### config.mk
export PLATFORM = sky130hd
export DESIGN_NAME = trace_sample_scaler_with_alarms_core_flat
export DESIGN_NICKNAME = d
export VERILOG_FILES = /design/src/rtl/tssa_pkg.sv /design/src/rtl/tssa_if.sv /design/src/rtl/trace_sample_scaler_with_alarms_core.sv /design/src/flat_wrapper.sv
export VERILOG_INCLUDE_DIRS = /design/src /design/src/rtl
export SDC_FILE = /design/constraint.sdc
export NUM_CORES = 2
export LEC_CHECK = 0
export BUFFER_PORTS_ARGS = -buffer_cell sky130_fd_sc_hd__buf_2
export CAP_MARGIN = 30
export CORE_ASPECT_RATIO = 0.7
export CORE_MARGIN = 2
export CORE_UTILIZATION = 55
export DETAILED_ROUTE_END_ITERATION = 8
export PLACE_DENSITY = 0.72
export SKIP_CTS_REPAIR_TIMING = 1
export SYNTH_ARGS = -nofsm -noshare
export SYNTH_HDL_FRONTEND = slang
export SYNTH_SLANG_ARGS = --single-unit
### constraint.sdc
create_clock -name clk -period 12.2 [get_ports clk]
set_clock_uncertainty 0.1 [all_clocks]
set_input_delay 0 -clock clk [delete_from_list [all_inputs] [get_ports clk]]
set_output_delay 0 -clock clk [all_outputs]
set_load 0.05 [all_outputs]
### src/rtl/trace_sample_scaler_with_alarms_core_assert.svh
// assertion macros for the trace sample scaler
`ifndef TRACE_SAMPLE_SCALER_WITH_ALARMS_CORE_ASSERT_SVH
`define TRACE_SAMPLE_SCALER_WITH_ALARMS_CORE_ASSERT_SVH

// same-cycle implication, checked outside reset
`define TSSA_ASSERT_IMPL(lbl, clk, rst_n, ante, cons, msg) \
  lbl: assert property (@(posedge clk) disable iff (!(rst_n)) (ante) |-> (cons)) \
    else $error(msg);

// next-cycle implication, checked outside reset
`define TSSA_ASSERT_NEXT(lbl, clk, rst_n, ante, cons, msg) \
  lbl: assert property (@(posedge clk) disable iff (!(rst_n)) (ante) |=> (cons)) \
    else $error(msg);

`endif

### src/rtl/tssa_pkg.sv
// shared types and constants for the trace sample scaler
package tssa_pkg;

  localparam int TRACE_DEPTH = 512;
  localparam int POS_W       = $clog2(TRACE_DEPTH + 1);
  localparam int LIMIT_W     = 10;
  localparam int CMP_W       = ((POS_W > LIMIT_W) ? POS_W : LIMIT_W) + 1;

  localparam int SAMPLE_W = 32;
  localparam int SHORT_W  = 16;
  localparam int INDEX_W  = 9;
  localparam int STATUS_W = 2;
  localparam int NUM_W    = SAMPLE_W + SHORT_W;
  localparam int CNT_W    = $clog2(NUM_W);

  localparam int CFG_IDX_W  = 4;
  localparam int CFG_DATA_W = 32;

  // register indexes
  localparam logic [CFG_IDX_W-1:0] REG_RANGE_MIN    = CFG_IDX_W'(0);
  localparam logic [CFG_IDX_W-1:0] REG_RANGE_MAX    = CFG_IDX_W'(1);
  localparam logic [CFG_IDX_W-1:0] REG_LOW_ALARM    = CFG_IDX_W'(2);
  localparam logic [CFG_IDX_W-1:0] REG_HIGH_ALARM   = CFG_IDX_W'(3);
  localparam logic [CFG_IDX_W-1:0] REG_VALUE_OFFSET = CFG_IDX_W'(4);
  localparam logic [CFG_IDX_W-1:0] REG_BASE_ROW     = CFG_IDX_W'(5);
  localparam logic [CFG_IDX_W-1:0] REG_ROW_SPAN     = CFG_IDX_W'(6);
  localparam logic [CFG_IDX_W-1:0] REG_POINT_LIMIT  = CFG_IDX_W'(7);

  // action codes
  localparam logic ACT_SAMPLE = 1'b0;
  localparam logic ACT_CLEAR  = 1'b1;

  // result status codes
  typedef enum logic [STATUS_W-1:0] {
    STAT_ACCEPTED = 2'd0,
    STAT_REJECTED = 2'd1,
    STAT_CLEARED  = 2'd2
  } status_t;

endpackage

### src/rtl/tssa_if.sv
// input and result channel interfaces of the trace sample scaler
interface tssa_in_if;
  logic                          valid;
  logic                          ready;
  logic                          action;
  logic [tssa_pkg::SAMPLE_W-1:0] sample_value;

  modport source (output valid, output action, output sample_value, input ready);
  modport sink (input valid, input action, input sample_value, output ready);
endinterface

interface tssa_out_if;
  logic                          valid;
  logic                          ready;
  logic [tssa_pkg::STATUS_W-1:0] status;
  logic [tssa_pkg::INDEX_W-1:0]  point_index;
  logic [tssa_pkg::SHORT_W-1:0]  point_row;
  logic                          trace_full;
  logic                          enter_low;
  logic                          leave_low;
  logic                          enter_high;
  logic                          leave_high;
  logic                          value_changed;

  modport source (
    output valid, output status, output point_index, output point_row,
    output trace_full, output enter_low, output leave_low, output enter_high,
    output leave_high, output value_changed, input ready
  );
  modport sink (
    input valid, input status, input point_index, input point_row,
    input trace_full, input enter_low, input leave_low, input enter_high,
    input leave_high, input value_changed, output ready
  );
endinterface

### src/rtl/trace_sample_scaler_with_alarms_core.sv
// trace sample scaler: offset, row mapping by iterative division, alarm edges
// sequence per sample: offset, multiply, 48 divide steps, row, output load; an equal range
//   skips the divide steps, and clear and reject results go straight to the output load
// one transfer at a time: input ready only while idle, so a new sample is taken only after the
//   last result is loaded; a result not yet taken holds the next one in the load state
// reset: synchronous active-low rst_n restores register defaults and clears sequencer, trace and output-valid state
`include "trace_sample_scaler_with_alarms_core_assert.svh"

module trace_sample_scaler_with_alarms_core (
  input  logic                            clk,
  input  logic                            rst_n,
  tssa_in_if.sink                         in_ch,
  tssa_out_if.source                      out_ch,
  input  logic                            cfg_we,
  input  logic [tssa_pkg::CFG_IDX_W-1:0]  cfg_index,
  input  logic [tssa_pkg::CFG_DATA_W-1:0] cfg_data
);
  import tssa_pkg::*;

  typedef enum logic [2:0] {
    S_IDLE,
    S_OFFSET,
    S_MUL,
    S_DIV,
    S_ROW,
    S_WAIT
  } state_t;

  typedef struct packed {
    status_t              status;
    logic [INDEX_W-1:0]   point_index;
    logic [SHORT_W-1:0]   point_row;
    logic                 trace_full;
    logic                 enter_low;
    logic                 leave_low;
    logic                 enter_high;
    logic                 leave_high;
    logic                 value_changed;
  } result_t;

  // configuration registers
  logic [SAMPLE_W-1:0] range_min_r, range_max_r, low_alarm_r, high_alarm_r;
  logic [SHORT_W-1:0]  value_offset_r, base_row_r, row_span_r;
  logic [LIMIT_W-1:0]  point_limit_r;

  // sequencer and trace state
  state_t              state_r, state_nxt;
  logic [POS_W-1:0]    pos_r, pos_nxt;
  logic                full_r, full_nxt;
  logic [SAMPLE_W-1:0] prev_r, prev_nxt;
  logic                prev_valid_r, prev_valid_nxt;

  // per-sample working registers
  logic [SAMPLE_W-1:0] raw_r, raw_nxt;       // raw sample, then offset sample
  logic [SAMPLE_W-1:0] p_r, p_nxt;           // previous sample snapshot
  logic                pv_r, pv_nxt;         // previous sample was valid
  logic [NUM_W-1:0]    prod_r, prod_nxt;     // dividend, shifted out msb first
  logic [SAMPLE_W-1:0] den_r, den_nxt;
  logic [SAMPLE_W-1:0] rem_r, rem_nxt;
  logic [SHORT_W-1:0]  quot_r, quot_nxt;     // low quotient bits only
  logic [CNT_W-1:0]    cnt_r, cnt_nxt;
  result_t             res_r, res_nxt;

  // output register
  logic                out_valid_r, out_valid_nxt;
  result_t             out_r, out_nxt;

  logic                in_xfer, out_xfer;
  logic [CMP_W-1:0]    pos_ext, pos_inc;
  logic [SAMPLE_W+1:0] div_diff;
  logic                div_qbit;
  logic [SAMPLE_W-1:0] num_diff;

  assign in_ch.ready = (state_r == S_IDLE);
  assign in_xfer     = in_ch.valid && in_ch.ready;
  assign out_xfer    = out_valid_r && out_ch.ready;

  assign pos_ext = CMP_W'(pos_r);
  assign pos_inc = pos_ext + CMP_W'(1);

  // sample distance from range_min, wraps at 32 bits before widening
  assign num_diff = raw_r - range_min_r;

  // shared divide step: trial subtract of the shifted remainder
  assign div_diff = {1'b0, rem_r, prod_r[NUM_W-1]} - {2'b00, den_r};
  assign div_qbit = !div_diff[SAMPLE_W+1];

  // register file writes, unknown indexes ignored
  always_ff @(posedge clk) begin
    if (!rst_n) begin
      range_min_r    <= '0;
      range_max_r    <= SAMPLE_W'(100);
      low_alarm_r    <= '0;
      high_alarm_r   <= '1;
      value_offset_r <= '0;
      base_row_r     <= '0;
      row_span_r     <= '0;
      point_limit_r  <= LIMIT_W'(512);
    end else if (cfg_we) begin
      case (cfg_index)
        REG_RANGE_MIN:    range_min_r    <= cfg_data[SAMPLE_W-1:0];
        REG_RANGE_MAX:    range_max_r    <= cfg_data[SAMPLE_W-1:0];
        REG_LOW_ALARM:    low_alarm_r    <= cfg_data[SAMPLE_W-1:0];
        REG_HIGH_ALARM:   high_alarm_r   <= cfg_data[SAMPLE_W-1:0];
        REG_VALUE_OFFSET: value_offset_r <= cfg_data[SHORT_W-1:0];
        REG_BASE_ROW:     base_row_r     <= cfg_data[SHORT_W-1:0];
        REG_ROW_SPAN:     row_span_r     <= cfg_data[SHORT_W-1:0];
        REG_POINT_LIMIT:  point_limit_r  <= cfg_data[LIMIT_W-1:0];
        default: ;
      endcase
    end
  end

  always_comb begin
    state_nxt      = state_r;
    pos_nxt        = pos_r;
    full_nxt       = full_r;
    prev_nxt       = prev_r;
    prev_valid_nxt = prev_valid_r;
    raw_nxt        = raw_r;
    p_nxt          = p_r;
    pv_nxt         = pv_r;
    prod_nxt       = prod_r;
    den_nxt        = den_r;
    rem_nxt        = rem_r;
    quot_nxt       = quot_r;
    cnt_nxt        = cnt_r;
    res_nxt        = res_r;
    out_valid_nxt  = out_valid_r;
    out_nxt        = out_r;

    if (out_xfer) begin
      out_valid_nxt = 1'b0;
    end

    case (state_r)
      S_IDLE: begin
        if (in_xfer) begin
          res_nxt = '0;
          if (in_ch.action == ACT_CLEAR) begin
            // clear keeps the previous sample for edge detection
            pos_nxt        = '0;
            full_nxt       = 1'b0;
            res_nxt.status = STAT_CLEARED;
            state_nxt      = S_WAIT;
          end else if (pos_ext >= CMP_W'(TRACE_DEPTH)) begin
            // store exhausted, nothing changes
            res_nxt.status     = STAT_REJECTED;
            res_nxt.trace_full = full_r;
            state_nxt          = S_WAIT;
          end else begin
            raw_nxt = in_ch.sample_value;
            p_nxt   = prev_r;
            pv_nxt  = prev_valid_r;
            pos_nxt = pos_inc[POS_W-1:0];
            if (pos_inc > CMP_W'(point_limit_r)) begin
              full_nxt = 1'b1;
            end
            res_nxt.status      = STAT_ACCEPTED;
            res_nxt.point_index = pos_ext[INDEX_W-1:0];
            state_nxt           = S_OFFSET;
          end
        end
      end

      S_OFFSET: begin
        raw_nxt            = raw_r + SAMPLE_W'(value_offset_r);
        res_nxt.trace_full = full_r;
        state_nxt          = S_MUL;
      end

      S_MUL: begin
        prod_nxt       = NUM_W'(num_diff) * NUM_W'(row_span_r);
        den_nxt        = range_max_r - range_min_r;
        rem_nxt        = '0;
        quot_nxt       = '0;
        cnt_nxt        = CNT_W'(NUM_W - 1);
        prev_nxt       = raw_r;
        prev_valid_nxt = 1'b1;
        if (pv_r) begin
          res_nxt.enter_low     = (p_r > low_alarm_r) && (raw_r <= low_alarm_r);
          res_nxt.leave_low     = (p_r <= low_alarm_r) && (raw_r > low_alarm_r);
          res_nxt.enter_high    = (p_r < high_alarm_r) && (raw_r >= high_alarm_r);
          res_nxt.leave_high    = (p_r >= high_alarm_r) && (raw_r < high_alarm_r);
          res_nxt.value_changed = (p_r != raw_r);
        end
        // equal range: quotient stays zero, skip the divider
        if (range_max_r == range_min_r) begin
          state_nxt = S_ROW;
        end else begin
          state_nxt = S_DIV;
        end
      end

      S_DIV: begin
        prod_nxt = {prod_r[NUM_W-2:0], 1'b0};
        quot_nxt = {quot_r[SHORT_W-2:0], div_qbit};
        if (div_qbit) begin
          rem_nxt = div_diff[SAMPLE_W-1:0];
        end else begin
          rem_nxt = {rem_r[SAMPLE_W-2:0], prod_r[NUM_W-1]};
        end
        if (cnt_r == '0) begin
          state_nxt = S_ROW;
        end else begin
          cnt_nxt = cnt_r - CNT_W'(1);
        end
      end

      S_ROW: begin
        res_nxt.point_row = base_row_r - quot_r;
        state_nxt         = S_WAIT;
      end

      S_WAIT: begin
        // load the output register once it is free or being drained
        if (!out_valid_r || out_ch.ready) begin
          out_nxt       = res_r;
          out_valid_nxt = 1'b1;
          state_nxt     = S_IDLE;
        end
      end

      default: begin
        state_nxt = S_IDLE;
      end
    endcase
  end

  always_ff @(posedge clk) begin
    if (!rst_n) begin
      state_r      <= S_IDLE;
      pos_r        <= '0;
      full_r       <= 1'b0;
      prev_r       <= '0;
      prev_valid_r <= 1'b0;
      out_valid_r  <= 1'b0;
    end else begin
      state_r      <= state_nxt;
      pos_r        <= pos_nxt;
      full_r       <= full_nxt;
      prev_r       <= prev_nxt;
      prev_valid_r <= prev_valid_nxt;
      out_valid_r  <= out_valid_nxt;
    end
    raw_r  <= raw_nxt;
    p_r    <= p_nxt;
    pv_r   <= pv_nxt;
    prod_r <= prod_nxt;
    den_r  <= den_nxt;
    rem_r  <= rem_nxt;
    quot_r <= quot_nxt;
    cnt_r  <= cnt_nxt;
    res_r  <= res_nxt;
    out_r  <= out_nxt;
  end

  assign out_ch.valid         = out_valid_r;
  assign out_ch.status        = out_r.status;
  assign out_ch.point_index   = out_r.point_index;
  assign out_ch.point_row     = out_r.point_row;
  assign out_ch.trace_full    = out_r.trace_full;
  assign out_ch.enter_low     = out_r.enter_low;
  assign out_ch.leave_low     = out_r.leave_low;
  assign out_ch.enter_high    = out_r.enter_high;
  assign out_ch.leave_high    = out_r.leave_high;
  assign out_ch.value_changed = out_r.value_changed;

  // a new result only comes from the output load state
  `TSSA_ASSERT_IMPL(a_out_from_wait, clk, rst_n, $rose(out_valid_r),
    $past(state_r == S_WAIT), "result valid rose outside output load")
  // a clear transfer always empties the trace position and full flag
  `TSSA_ASSERT_NEXT(a_clear_resets, clk, rst_n, in_xfer && (in_ch.action == ACT_CLEAR),
    (pos_r == '0) && !full_r, "clear did not reset trace position")
  // the position never runs past the store depth
  `TSSA_ASSERT_IMPL(a_pos_bound, clk, rst_n, 1'b1, pos_ext <= CMP_W'(TRACE_DEPTH),
    "trace position beyond store depth")
  // the divider never runs with a zero divisor
  `TSSA_ASSERT_IMPL(a_div_nonzero, clk, rst_n, state_r == S_DIV, den_r != '0,
    "divide step with zero divisor")
  // a pending result is held until it is taken
  `TSSA_ASSERT_NEXT(a_out_hold, clk, rst_n, out_valid_r && !out_ch.ready,
    out_valid_r && $stable(out_r), "pending result changed before transfer")

endmodule

### src/flat_wrapper.sv
// flat-port wrapper written by rule: the top's interface ports become plain ports
module trace_sample_scaler_with_alarms_core_flat import tssa_pkg::*;
  (clk, rst_n, cfg_we, cfg_index, cfg_data, in_ch_valid, in_ch_action, in_ch_sample_value, in_ch_ready, out_ch_valid, out_ch_status, out_ch_point_index, out_ch_point_row, out_ch_trace_full, out_ch_enter_low, out_ch_leave_low, out_ch_enter_high, out_ch_leave_high, out_ch_value_changed, out_ch_ready);
  tssa_in_if in_ch_i ();
  tssa_out_if out_ch_i ();
  input  logic clk;
  input  logic rst_n;
  input  logic cfg_we;
  input  logic [tssa_pkg::CFG_IDX_W-1:0] cfg_index;
  input  logic [tssa_pkg::CFG_DATA_W-1:0] cfg_data;
  input wire logic [$bits(in_ch_i.valid)-1:0] in_ch_valid;
  input wire logic [$bits(in_ch_i.action)-1:0] in_ch_action;
  input wire logic [$bits(in_ch_i.sample_value)-1:0] in_ch_sample_value;
  output wire logic [$bits(in_ch_i.ready)-1:0] in_ch_ready;
  output wire logic [$bits(out_ch_i.valid)-1:0] out_ch_valid;
  output wire logic [$bits(out_ch_i.status)-1:0] out_ch_status;
  output wire logic [$bits(out_ch_i.point_index)-1:0] out_ch_point_index;
  output wire logic [$bits(out_ch_i.point_row)-1:0] out_ch_point_row;
  output wire logic [$bits(out_ch_i.trace_full)-1:0] out_ch_trace_full;
  output wire logic [$bits(out_ch_i.enter_low)-1:0] out_ch_enter_low;
  output wire logic [$bits(out_ch_i.leave_low)-1:0] out_ch_leave_low;
  output wire logic [$bits(out_ch_i.enter_high)-1:0] out_ch_enter_high;
  output wire logic [$bits(out_ch_i.leave_high)-1:0] out_ch_leave_high;
  output wire logic [$bits(out_ch_i.value_changed)-1:0] out_ch_value_changed;
  input wire logic [$bits(out_ch_i.ready)-1:0] out_ch_ready;
  assign in_ch_i.valid = in_ch_valid;
  assign in_ch_i.action = in_ch_action;
  assign in_ch_i.sample_value = in_ch_sample_value;
  assign in_ch_ready = in_ch_i.ready;
  assign out_ch_valid = out_ch_i.valid;
  assign out_ch_status = out_ch_i.status;
  assign out_ch_point_index = out_ch_i.point_index;
  assign out_ch_point_row = out_ch_i.point_row;
  assign out_ch_trace_full = out_ch_i.trace_full;
  assign out_ch_enter_low = out_ch_i.enter_low;
  assign out_ch_leave_low = out_ch_i.leave_low;
  assign out_ch_enter_high = out_ch_i.enter_high;
  assign out_ch_leave_high = out_ch_i.leave_high;
  assign out_ch_value_changed = out_ch_i.value_changed;
  assign out_ch_i.ready = out_ch_ready;
  trace_sample_scaler_with_alarms_core u_core (.clk(clk), .rst_n(rst_n), .in_ch(in_ch_i), .out_ch(out_ch_i), .cfg_we(cfg_we), .cfg_index(cfg_index), .cfg_data(cfg_data));
endmodule
==> metrics <==
Most common cell on crit path=fa_1; critical path peak fanout=7; routability cong.=0.944; Distinct cells, synth=82; IO buf count=108; final setup fails=0; Leakage=0.0215 uW; CP Launch Type=flip-flop; Area contributors post-synth=fa_1 19%, edfxtp_1 18%, ha_1 11%, dfxtp_1 10%, nand2_1 6.9%; crit path capture type=flip-flop; Max Root-Sink Buffers=3; DRC violations left=0; setup TNS=0 ps; gr ovfl total=0; simple-gate share of the synthesized area=16.8%; Core ar.=0.0806 mm^2; final hold slack=49.9 ps; Main synth FF type=edfxtp_1; row count=87; critical path class=reg -> reg; WL/cell=20.1 um; Hold Vio Cnt, Final=0; root buf cell=clkbuf_16; largest net degree at the start of global routing=121; adder-cell share of the synthesized area=29.8%; hold depth=6; # H-tree levels=2; VDD IR-drop max=0.200 mV; Tmin final=9960 ps; CP Data Arrival Time=10220 ps; Final Max Tran Viols=0; asr flop ratio synth=0%; vias in the first global route=33600; Post-Syn Area=0.0447 mm^2; slew of the pin with the lowest slew margin=1040 ps; FMAX=0.100 GHz; DPL Wire Length=91.0 mm; CTS buffer count=51; GR Util All Layers=29.2%; critical path required time=12460 ps; CTS tree=built; relative slew slack=30.5%; Die Span X=345 um; Synth Area in Compound Gates=12.9%; clock-pin slew on the worst setup and hold paths=70 ps; Reg2Reg Launch Point=u_core.raw_r[0]; Max Cap Viol=0; final cycle utilization of the critical path=81.6%; Setup WS post-layout=2240 ps; post-synthesis xor/xnor area fraction=3.90%; Synth top area share=18.9%; run status=completed; PD cells=156 mW/mm^2; Synth warnings=0; Slowest Stage Delay on Critical Path=730 ps; synthesized area per cell=9.10 um^2; Syn-to-layout area delta=9.23%; full die area=0.0836 mm^2; layout cell share with drive strength beyond 1=6.05%; sequential-to-total area share from yosys stat=28.3%; Final #Nets=5879; vias per cell=5.75; Post-synth EDFFs=265; reg2reg setup slack=2240 ps; routed via count=35100; worst skew pair latency=650 ps; Synth area leader=fa_1; final WL=123 mm; hold_sp=cfg_index[3]; Hold Path End=u_core.low_alarm_r[2]; initial antenna violation count=3; Sink Count=499; CP max-delay cell=nor2_1; Detail Route Antenna Nets=0; DIE HEIGHT=243 um; mux contribution to synthesized area=1.01%; FF+latch count, synth=499; HP Class=in -> reg; Initial Util=55.5%; Initial DRT Pass Iterations=8; FF-to-FF path depth=33; first-pass GRT wire length=191 mm; pre-CTS WS=2490 ps; antenna diode instance count=0; syn_nets=5797; DR iter-0 viols=3598; unrepaired setup endpoints after global routing=no; I/O pin count=109; RR Endpoint=u_core.prod_r[43]; Post-Syn Instances=4913; largest family of logic cells by synthesized area=adder cells
flip-flops by register name, indices dropped and copies added, names as in the netlist, 10 cells and up:
name / cells
u_core.rem_r: 32
u_core.p_r: 32
u_core.range_min_r: 32
u_core.value_offset_r: 16
u_core.res_r: 33
u_core.base_row_r: 16
u_core.row_span_r: 16
u_core.low_alarm_r: 32
u_core.quot_r: 16
u_core.den_r: 32
u_core.prod_r: 48
u_core.pos_r: 10
u_core.prev_r: 32
u_core.raw_r: 32
u_core.range_max_r: 32
u_core.out_ch.point_row: 16
u_core.point_limit_r: 10
u_core.high_alarm_r: 32
synth_stat cells, types with 8 or more instances:
| cell | number |
|---|---|
| nand4_1 | 60 |
| a21boi_0 | 151 |
| nor2b_1 | 109 |
| xnor2_1 | 132 |
| o21ai_0 | 150 |
| nand2b_1 | 45 |
| nor4_1 | 9 |
| and2_1 | 193 |
| o31ai_1 | 10 |
| edfxtp_1 | 265 |
| mux2i_1 | 44 |
| and4_1 | 8 |
| inv_1 | 648 |
| o21ai_1 | 18 |
| nor3_1 | 44 |
| a211oi_1 | 23 |
| o21bai_1 | 19 |
| a21oi_1 | 222 |
| o211ai_1 | 46 |
| clkbuf_1 | 205 |
| nor3b_1 | 13 |
| and3_1 | 22 |
| buf_1 | 9 |
| nand2_1 | 825 |
| xor2_1 | 67 |
| ha_1 | 387 |
| nand3_1 | 59 |
| a21o_1 | 111 |
| nor2_1 | 184 |
| o31a_1 | 8 |
| dfxtp_1 | 234 |
| a31oi_1 | 16 |
| o21a_1 | 45 |
| fa_1 | 423 |
per-stage QoR:
step                instance area, um^2  std cells  utilization [%]  power, uW
floorplan                         44700       4913                -       4610
global placement                  46300       5933             57.5       5840
detailed placement                46400       5938             57.6       5930
CTS                               48100       6034             59.7       7560
global route                      48800       6106             60.6       8060
finish                            48800       6106             60.6       7640
cells by family (layout without fill, tap and decap cells):
kind of cell               after synthesis  in the layout
AOI/OAI and AO/OA                      879            879
DFF                                    499            499
adders and majority gates              810            810
buffers and inverters                  872            997
xor gates and xnor gates               199            199
and+or+nand+nor                       1609           1609
muxes                                   45             45
final cells by class:
cell class              instances  area [um^2]
clock buffers                  62         1360
clock inverters                34          325
fillers                      6878        31700
inverters                     650         2440
multi-input cells            3542        28900
flip-flops and latches        499        12600
well taps                    1068         1340
repair buffers                251         1870
layout by cell type, fill, tap and decap left out, drive strengths merged, types with 60 or more instances in the layout:
cell         count
nand2          825
inv            658
fa             423
ha             387
edfxtp         265
dfxtp          234
a21oi          224
and2           194
nor2           184
buf            180
o21ai          169
a21boi         153
xnor2          132
a21o           111
nor2b          110
dlygate4sd3     71
xor2            67
clkbuf          62
nand4           60
power by group:
group / total (uW) / leakage [uW] / internal [uW] / switching (uW)
Combinational: 3540 / 0.0163 / 1140 / 2400
Sequential: 2490 / 0.00438 / 2180 / 306
Clock: 1610 / 0.000815 / 870 / 744
critical path: cells and delay by family (launching register included):
family / cells / cell delay, ps
AO/OA/AOI/OAI: 14 / 3300
XOR/XNOR: 1 / 180
adder cells (fa/ha/maj): 9 / 4070
buffers and inverters: 4 / 260
flip-flops: 1 / 440
AND/OR/NAND/NOR: 5 / 1320
per-layer routing:
metal	vias up	share of wire [%]	track usage, %
li1	16300	-	-
met1	17100	46	45.1
met2	1475	42	42.0
met3	172	9.9	6.18
met4	2	1.8	5.82
met5	-	0.0090	0
worst max path at each step:
stage,start,to,slack [ps],cells after the start
CTS,u_core.raw_r[0],u_core.prod_r[43],2450,33
global route,u_core.raw_r[0],u_core.prod_r[43],1790,33
detailed placement,u_core.raw_r[0],u_core.prod_r[43],2490,33
finish,u_core.raw_r[0],u_core.prod_r[43],2240,33
global placement,u_core.raw_r[0],u_core.prod_r[43],2700,33
floorplan,u_core.raw_r[0],u_core.prod_r[47],3600,35
Note: power is estimated with default switching activity, not from simulation.
